## src/ltc_pkg.sv

```systemverilog
package ltc_pkg;

  localparam int TagW   = 32;
  localparam int StampW = 32;
  localparam int OutIdxW = 4;

  localparam logic FUNC_LOOKUP = 1'b0;
  localparam logic FUNC_CLEAR  = 1'b1;

  localparam logic [StampW-1:0] STAMP_RESET = StampW'(1);

  typedef struct packed {
    logic [TagW-1:0]   tag_x;
    logic [TagW-1:0]   tag_y;
    logic [StampW-1:0] stamp;
  } ltc_entry_t;

endpackage

```

## src/ltc_ram.sv

```systemverilog
module ltc_ram #(
  parameter int Width = 8,
  parameter int Depth = 16
) (
  input  logic                     clk_i,
  input  logic                     we_i,
  input  logic [$clog2(Depth)-1:0] waddr_i,
  input  logic [Width-1:0]         wdata_i,
  input  logic [$clog2(Depth)-1:0] raddr_i,
  output logic [Width-1:0]         rdata_o
);

  logic [Width-1:0] mem_q [Depth];

  always_ff @(posedge clk_i) begin
    if (we_i) begin
      mem_q[waddr_i] <= wdata_i;
    end
    rdata_o <= mem_q[raddr_i];
  end

endmodule

```

## src/lru_tag_cache_lookup.sv

```systemverilog
// Fully associative LRU tag cache over SLOTS entries, keyed by (sector_x, sector_y).
// A lookup (func 0) scans slots in order, one per cycle, through the read port of
// the tag/stamp RAM, whose read is registered, then writes the hit or victim entry
// back with a fresh stamp. A hit ends the scan at the matching slot; a miss scans
// every slot. The write and the result beat wait while a stalled result is held.
// A clear (func 1) drops all valid bits, resets the stamp counter to one and
// returns hit 0, slot 0 on the next cycle. One lookup is in progress at a time;
// no beat is taken while one runs. slot_index_o carries the low four bits of the
// slot number.
module lru_tag_cache_lookup
  import ltc_pkg::*;
#(
  parameter int SLOTS = 16
) (
  input  logic               clk_i,
  input  logic               rst_ni,
  input  logic               in_valid_i,
  output logic               in_stall_o,
  input  logic               func_i,
  input  logic signed [31:0] sector_x_i,
  input  logic signed [31:0] sector_y_i,
  output logic               out_valid_o,
  input  logic               out_stall_i,
  output logic               hit_o,
  output logic [3:0]         slot_index_o
);

  localparam int IdxW = $clog2(SLOTS);
  localparam int CtrW = IdxW + 1;

  localparam logic [1:0] ST_IDLE  = 2'd0;
  localparam logic [1:0] ST_SCAN  = 2'd1;
  localparam logic [1:0] ST_WRITE = 2'd2;

  logic [1:0]        state_q, state_d;
  logic [SLOTS-1:0]  valid_q, valid_d;
  logic [StampW-1:0] stamp_q, stamp_d;
  logic [CtrW-1:0]   ctr_q, ctr_d;
  logic [IdxW-1:0]   victim_q, victim_d;
  logic [StampW-1:0] vstamp_q, vstamp_d;
  logic [IdxW-1:0]   target_q, target_d;
  logic              res_hit_q, res_hit_d;
  logic [TagW-1:0]   key_x_q, key_x_d;
  logic [TagW-1:0]   key_y_q, key_y_d;
  logic              out_valid_q, out_valid_d;
  logic              out_hit_q, out_hit_d;
  logic [IdxW-1:0]   out_slot_q, out_slot_d;

  logic              in_acc;
  logic              out_free;
  logic [IdxW-1:0]   cur;
  logic              cur_valid;
  logic              cur_match;
  logic              ram_we;
  ltc_entry_t        ram_wdata;
  ltc_entry_t        ram_rdata;
  logic [OutIdxW+IdxW-1:0] slot_ext;

  assign out_free   = !out_valid_q || !out_stall_i;
  assign in_stall_o = (state_q != ST_IDLE) || !out_free;
  assign in_acc     = in_valid_i && !in_stall_o;

  assign cur       = IdxW'(ctr_q - CtrW'(1));
  assign cur_valid = valid_q[cur];
  assign cur_match = cur_valid && (ram_rdata.tag_x == key_x_q) && (ram_rdata.tag_y == key_y_q);

  assign ram_we          = (state_q == ST_WRITE) && out_free;
  assign ram_wdata.tag_x = key_x_q;
  assign ram_wdata.tag_y = key_y_q;
  assign ram_wdata.stamp = stamp_q + StampW'(1);

  ltc_ram #(
    .Width ($bits(ltc_entry_t)),
    .Depth (SLOTS)
  ) u_ram (
    .clk_i   (clk_i),
    .we_i    (ram_we),
    .waddr_i (target_q),
    .wdata_i (ram_wdata),
    .raddr_i (ctr_q[IdxW-1:0]),
    .rdata_o (ram_rdata)
  );

  always_comb begin
    state_d     = state_q;
    valid_d     = valid_q;
    stamp_d     = stamp_q;
    ctr_d       = ctr_q;
    victim_d    = victim_q;
    vstamp_d    = vstamp_q;
    target_d    = target_q;
    res_hit_d   = res_hit_q;
    key_x_d     = key_x_q;
    key_y_d     = key_y_q;
    out_valid_d = out_valid_q && out_stall_i;
    out_hit_d   = out_hit_q;
    out_slot_d  = out_slot_q;

    case (state_q)
      ST_IDLE: begin
        if (in_acc) begin
          if (func_i == FUNC_CLEAR) begin
            valid_d     = '0;
            stamp_d     = STAMP_RESET;
            out_valid_d = 1'b1;
            out_hit_d   = 1'b0;
            out_slot_d  = '0;
          end else begin
            key_x_d  = sector_x_i;
            key_y_d  = sector_y_i;
            ctr_d    = '0;
            victim_d = '0;
            state_d  = ST_SCAN;
          end
        end
      end
      ST_SCAN: begin
        ctr_d = ctr_q + CtrW'(1);
        if (ctr_q != '0) begin
          if (cur_match) begin
            target_d  = cur;
            res_hit_d = 1'b1;
            state_d   = ST_WRITE;
          end else begin
            if (!cur_valid || ctr_q == CtrW'(1) ||
                (valid_q[victim_q] && ram_rdata.stamp < vstamp_q)) begin
              victim_d = cur;
              vstamp_d = ram_rdata.stamp;
            end
            if (ctr_q == CtrW'(SLOTS)) begin
              target_d  = victim_d;
              res_hit_d = 1'b0;
              state_d   = ST_WRITE;
            end
          end
        end
      end
      ST_WRITE: begin
        if (out_free) begin
          valid_d[target_q] = 1'b1;
          stamp_d           = ram_wdata.stamp;
          out_valid_d       = 1'b1;
          out_hit_d         = res_hit_q;
          out_slot_d        = target_q;
          state_d           = ST_IDLE;
        end
      end
      default: begin
        state_d = ST_IDLE;
      end
    endcase
  end

  always_ff @(posedge clk_i or negedge rst_ni) begin
    if (!rst_ni) begin
      state_q     <= ST_IDLE;
      valid_q     <= '0;
      stamp_q     <= STAMP_RESET;
      out_valid_q <= 1'b0;
    end else begin
      state_q     <= state_d;
      valid_q     <= valid_d;
      stamp_q     <= stamp_d;
      out_valid_q <= out_valid_d;
    end
  end

  always_ff @(posedge clk_i) begin
    ctr_q      <= ctr_d;
    victim_q   <= victim_d;
    vstamp_q   <= vstamp_d;
    target_q   <= target_d;
    res_hit_q  <= res_hit_d;
    key_x_q    <= key_x_d;
    key_y_q    <= key_y_d;
    out_hit_q  <= out_hit_d;
    out_slot_q <= out_slot_d;
  end

  assign slot_ext     = {{OutIdxW{1'b0}}, out_slot_q};
  assign out_valid_o  = out_valid_q;
  assign hit_o        = out_hit_q;
  assign slot_index_o = slot_ext[OutIdxW-1:0];

endmodule

```

## config.mk

```make
export PLATFORM = sky130hd
export DESIGN_NAME = lru_tag_cache_lookup
export DESIGN_NICKNAME = d
export VERILOG_FILES = /design/src/ltc_pkg.sv /design/src/ltc_ram.sv /design/src/lru_tag_cache_lookup.sv
export SDC_FILE = /design/constraint.sdc
export NUM_CORES = 2
export LEC_CHECK = 0
export ABC_AREA = 1
export BUFFER_PORTS_ARGS = -buffer_cell sky130_fd_sc_hd__buf_4
export CAP_MARGIN = 25
export CORE_MARGIN = 2
export CORE_UTILIZATION = 25
export CTS_CLUSTER_SIZE = 14
export DETAILED_ROUTE_END_ITERATION = 10
export PLACE_DENSITY_LB_ADDON = 0.25
export SLEW_MARGIN = 20
export SYNTH_ARGS = -nofsm -noshare
export SYNTH_HDL_FRONTEND = slang
export SYNTH_SLANG_ARGS = --single-unit
export TNS_END_PERCENT = 50
```

## constraint.sdc

```tcl
create_clock -name clk_i -period 14.9 [get_ports clk_i]
set_clock_uncertainty 0.2 [all_clocks]
set_input_delay 2.235 -clock clk_i [delete_from_list [all_inputs] [get_ports clk_i]]
set_output_delay 2.235 -clock clk_i [all_outputs]
set_load 0.01 [all_outputs]
```

==> summary.md <==
| Metric | Value |
|---|---|
| Initial Util | 25.1% |
| Routed Antenna Nets | 0 |
| Critical path peak fanout | between 80 and 90 |
| Final Setup Violations | 0 |
| CP Cell Sequence | buf_4, buf_4, buf_4, buf_4, buf_4, o21ai_0, o22ai_1, nand2_1, nand4_1 |
| Final Cell Area | 0.0814 mm^2 |
| Critical path required time | around 15 ns |
| Ports | 76 |
| Placement Cell Area | 0.0751 mm^2 |
| Post-placement setup slack | 8.63 ns |
| CTS Sinks | between 1500 and 2000 |
| Post-route minimum period | 5.62 ns |
| Final hold viol count | 0 |
| First-pass GRT wire length | 295000 um |
| RSZ-0062 raised after global routing | no |
| Setup bufs post-CTS | 0 |
| Core ar. | between 0.2 and 0.3 mm^2 |
| Clock Pin Slew Worst Setup and Hold Paths | 0.06 ns |
| Commonest non-fill, non-tap cell in the layout | edfxtp_1 |
| Comb power frac | 29.0% |
| Synth Net Count | 5562 |
| Tightest Hold Check Type | reg2reg |
| Dpl hpwl | 110000 um |
| Die Y | between 500 and 600 um |
| PD cells | 188 mW/mm^2 |
| Pin count of the biggest net entering global routing | 183 |
| Top-area cell type share of the netlist area | 70.7% |
| Layout cell share with drive strength beyond 1 | 9.46% |
| WP data arrival | 6.19 ns |
| GR Overflow Total | 0 |
| Pre-Repair DR Iteration Count | 6 |
| Sequential share of the synthesized area | 75.3% |
| Routability cong. | roughly 0.8 |
| Synth area leaders | edfxtp_1 71%, o21ai_0 5.6%, nor2_1 4.7% |
| Flop2flop setup slack | between 9 and 10 ns |
| Internal Power | ~10 mW |
| Die width | 533 um |
| Fin Setup TNS | 0 ns |
| Register share of total power | 40.4% |
| Status | finished, final reports clean |
| Fin worst setup slack | 9.28 ns |
| Synth warn | 0 |
| Crit-path max cell delay | 0.82 ns |
| Residual DRC | 0 |
| CTS Buf Count | 190 |
| P&R area growth vs syn | 16.1% |
| CTS-repair resized insts | 0 |
| Fill cells | 28281 |
| Vias per cell | 4.63 |
| CTS root buffer | clkbuf_16 |
| CTS tree | yes |
| Clock power share | 30.6% |
| Initial antenna violation count | 8 |
| Commonest non-fill, non-tap cells in the layout | 1651 x edfxtp_1, 870 x nor2_1, 788 x o21ai_0 |
| Most area-hungry cell type in the Yosys netlist | edfxtp_1 |
| Worst-Margin Slew | between 1 and 1.5 ns |
| Wire per inst | about 21 um |
| Synthesized cell area | 0.0701 mm^2 |
| EDFF count, synth | 1651 |
| Pins over their slew limit | 0 |
| Clock H-tree levels | 4 |
| Via count | 43590 |
| Psw | 5.45 mW |
| Die ar. | 0.285 mm^2 |
| Max-Cap Viols | 0 |
| Leakage | about 27 nW |
| GRT Total Usage | 13.8% |
| Number of global-route vias before repair | 42567 |
| Primary FF master, synth | edfxtp_1 |
| Highest clock rate | between 150 and 200 MHz |
| Switching part of the total | 35.6% |
| First DRT Iteration DRCs | ~4100 |
| Longest Clk Path Bufs | 3 |
| IO Port Bufs | 75 |
| CP Class | reg2reg |
| Synth cell types | 54 |
| Max-slew headroom | 19.6% |
| Overall power | 15.3 mW |
| # nets final | approximately 5600 |
| Gate Count Post-Synth | between 5000 and 6000 |
| Period Utilization, post-route | 37.7% |
| Synth Register Bits | 1798 |
| Syn_area_per_cell | 12.8 um^2 |
| Worst path most repeated cell | buf_4 |
| Clk_lat worst skew | approximately 0.84 ns |
| Hold_ws | 0.240 ns |
| Max VDD drop | ~220 uV |
| CP endpoint kind | flip-flop |
| Hold-fix buffers at CTS | 0 |
| Post-synth ARST share | 2.84% |
| Drt total wl | 202000 um |
| Slowest CP cell | buf_4 |
| Critical Path Source Type | flip-flop |
| Row count | 194 |
-- metrics by stage --
step | util (%) | std cells
floorplan | - | 5457
global placement | 26.9 | 9047
detailed placement | 26.9 | 9051
CTS | 29.1 | 9411
global route | 29.1 | 9415
finish | 29.2 | 9417
-- sequential cells by signal, indices dropped and copies added (netlist names) --
| register | flops |
|---|---|
| out_valid_o | 1 |
| vstamp_q | 32 |
| stamp_q | 32 |
| valid_q | 16 |
| u_ram.rdata_o | 96 |
| state_q | 2 |
| ctr_q | 5 |
| victim_q | 4 |
| hit_o | 1 |
| key_x_q | 32 |
| target_q | 4 |
| res_hit_q | 1 |
| u_ram.mem_q | 1536 |
| slot_index_o | 4 |
| key_y_q | 32 |
-- power by group through the flow --
stage / registers (mW) / logic (mW) / clock network [mW]
floorplan: 6.19 / 2.89 / 0
global placement: 6.29 / 4.44 / 0
detailed placement: 6.29 / 4.48 / 0
CTS: 6.19 / 4.50 / 4.79
global route: 6.22 / 4.93 / 4.97
finish: 6.18 / 4.44 / 4.67
-- layer usage --
metal  track usage [%]  vias up  share of wire (%)
met2              22.4     1074                 47
met3              2.21      260                5.0
li1                  -    20006                  -
met4              4.24        0                2.6
met5                 0        -                  0
met1              18.9    22250                 45
-- kinds of logic (layout without fill, tap and decap cells) --
group / Yosys count / in the layout / synth area share (%)
simple gates: 1818 / 1818 / 10.7
buf+inv: 497 / 730 / 2.87
compound gates: 1251 / 1251 / 9.74
other cells: 0 / 3 / 0
fa+ha+maj: 36 / 36 / 0.643
xor+xnor: 57 / 57 / 0.734
flops: 1798 / 1798 / 75.3
-- final cells by class --
type	instances	area [um^2]	area share, %
Clock buffer	288	5440	6.69
Antenna cell	3	7.51	0.00923
Inverter	187	731	0.898
Multi-Input combinational cell	3162	15500	19.0
Timing Repair Buffer	183	1540	1.89
Clock inverter	72	751	0.923
Tap cell	3724	4660	5.73
Sequential cell	1798	52800	64.9
-- worst max-delay path: cells and delay by family (launching register included) --
family	cells	cell delay [ns]
and+or+nand+nor	2	0.24
AOI/OAI and AO/OA	2	0.59
buffers and inverters	5	3.75
DFF	1	0.56
-- cells in the mapped netlist, types with 2 or more instances --
master	instances
and2_1	3
buf_6	3
dfxtp_1	96
ha_1	36
nor2_2	5
buf_4	2
a21oi_2	2
inv_1	174
nand2b_1	2
nor2_1	883
o22ai_1	398
o21bai_1	2
edfxtp_1	1651
nand4_1	114
nand3b_1	3
a21oi_1	33
or2_2	20
buf_1	16
nand2_2	2
nor3_1	27
nand3_2	2
o21a_1	2
buf_2	88
dfrtp_1	50
o211ai_1	5
xnor2_1	12
nor2_4	2
nor3_2	4
clkbuf_1	201
o21ai_0	788
nor4_1	23
xor2_1	43
o21ai_1	16
inv_2	12
nand3_1	67
nand2_1	652
-- path summary, 6_finish.rpt --
path / start / end / depth (start not counted)
min in group asynchronous: rst_ni / out_valid_o / 1
worst max register to register: ctr_q[0] / u_ram.rdata_o[60] / 9
worst max-delay path: ctr_q[0] / u_ram.rdata_o[60] / 9
max in group asynchronous: rst_ni / state_q[0] / 1
worst min register to register: u_ram.rdata_o[12] / vstamp_q[12] / 0
worst min-delay path: u_ram.rdata_o[12] / vstamp_q[12] / 0
(Power assumes the default switching activity.)
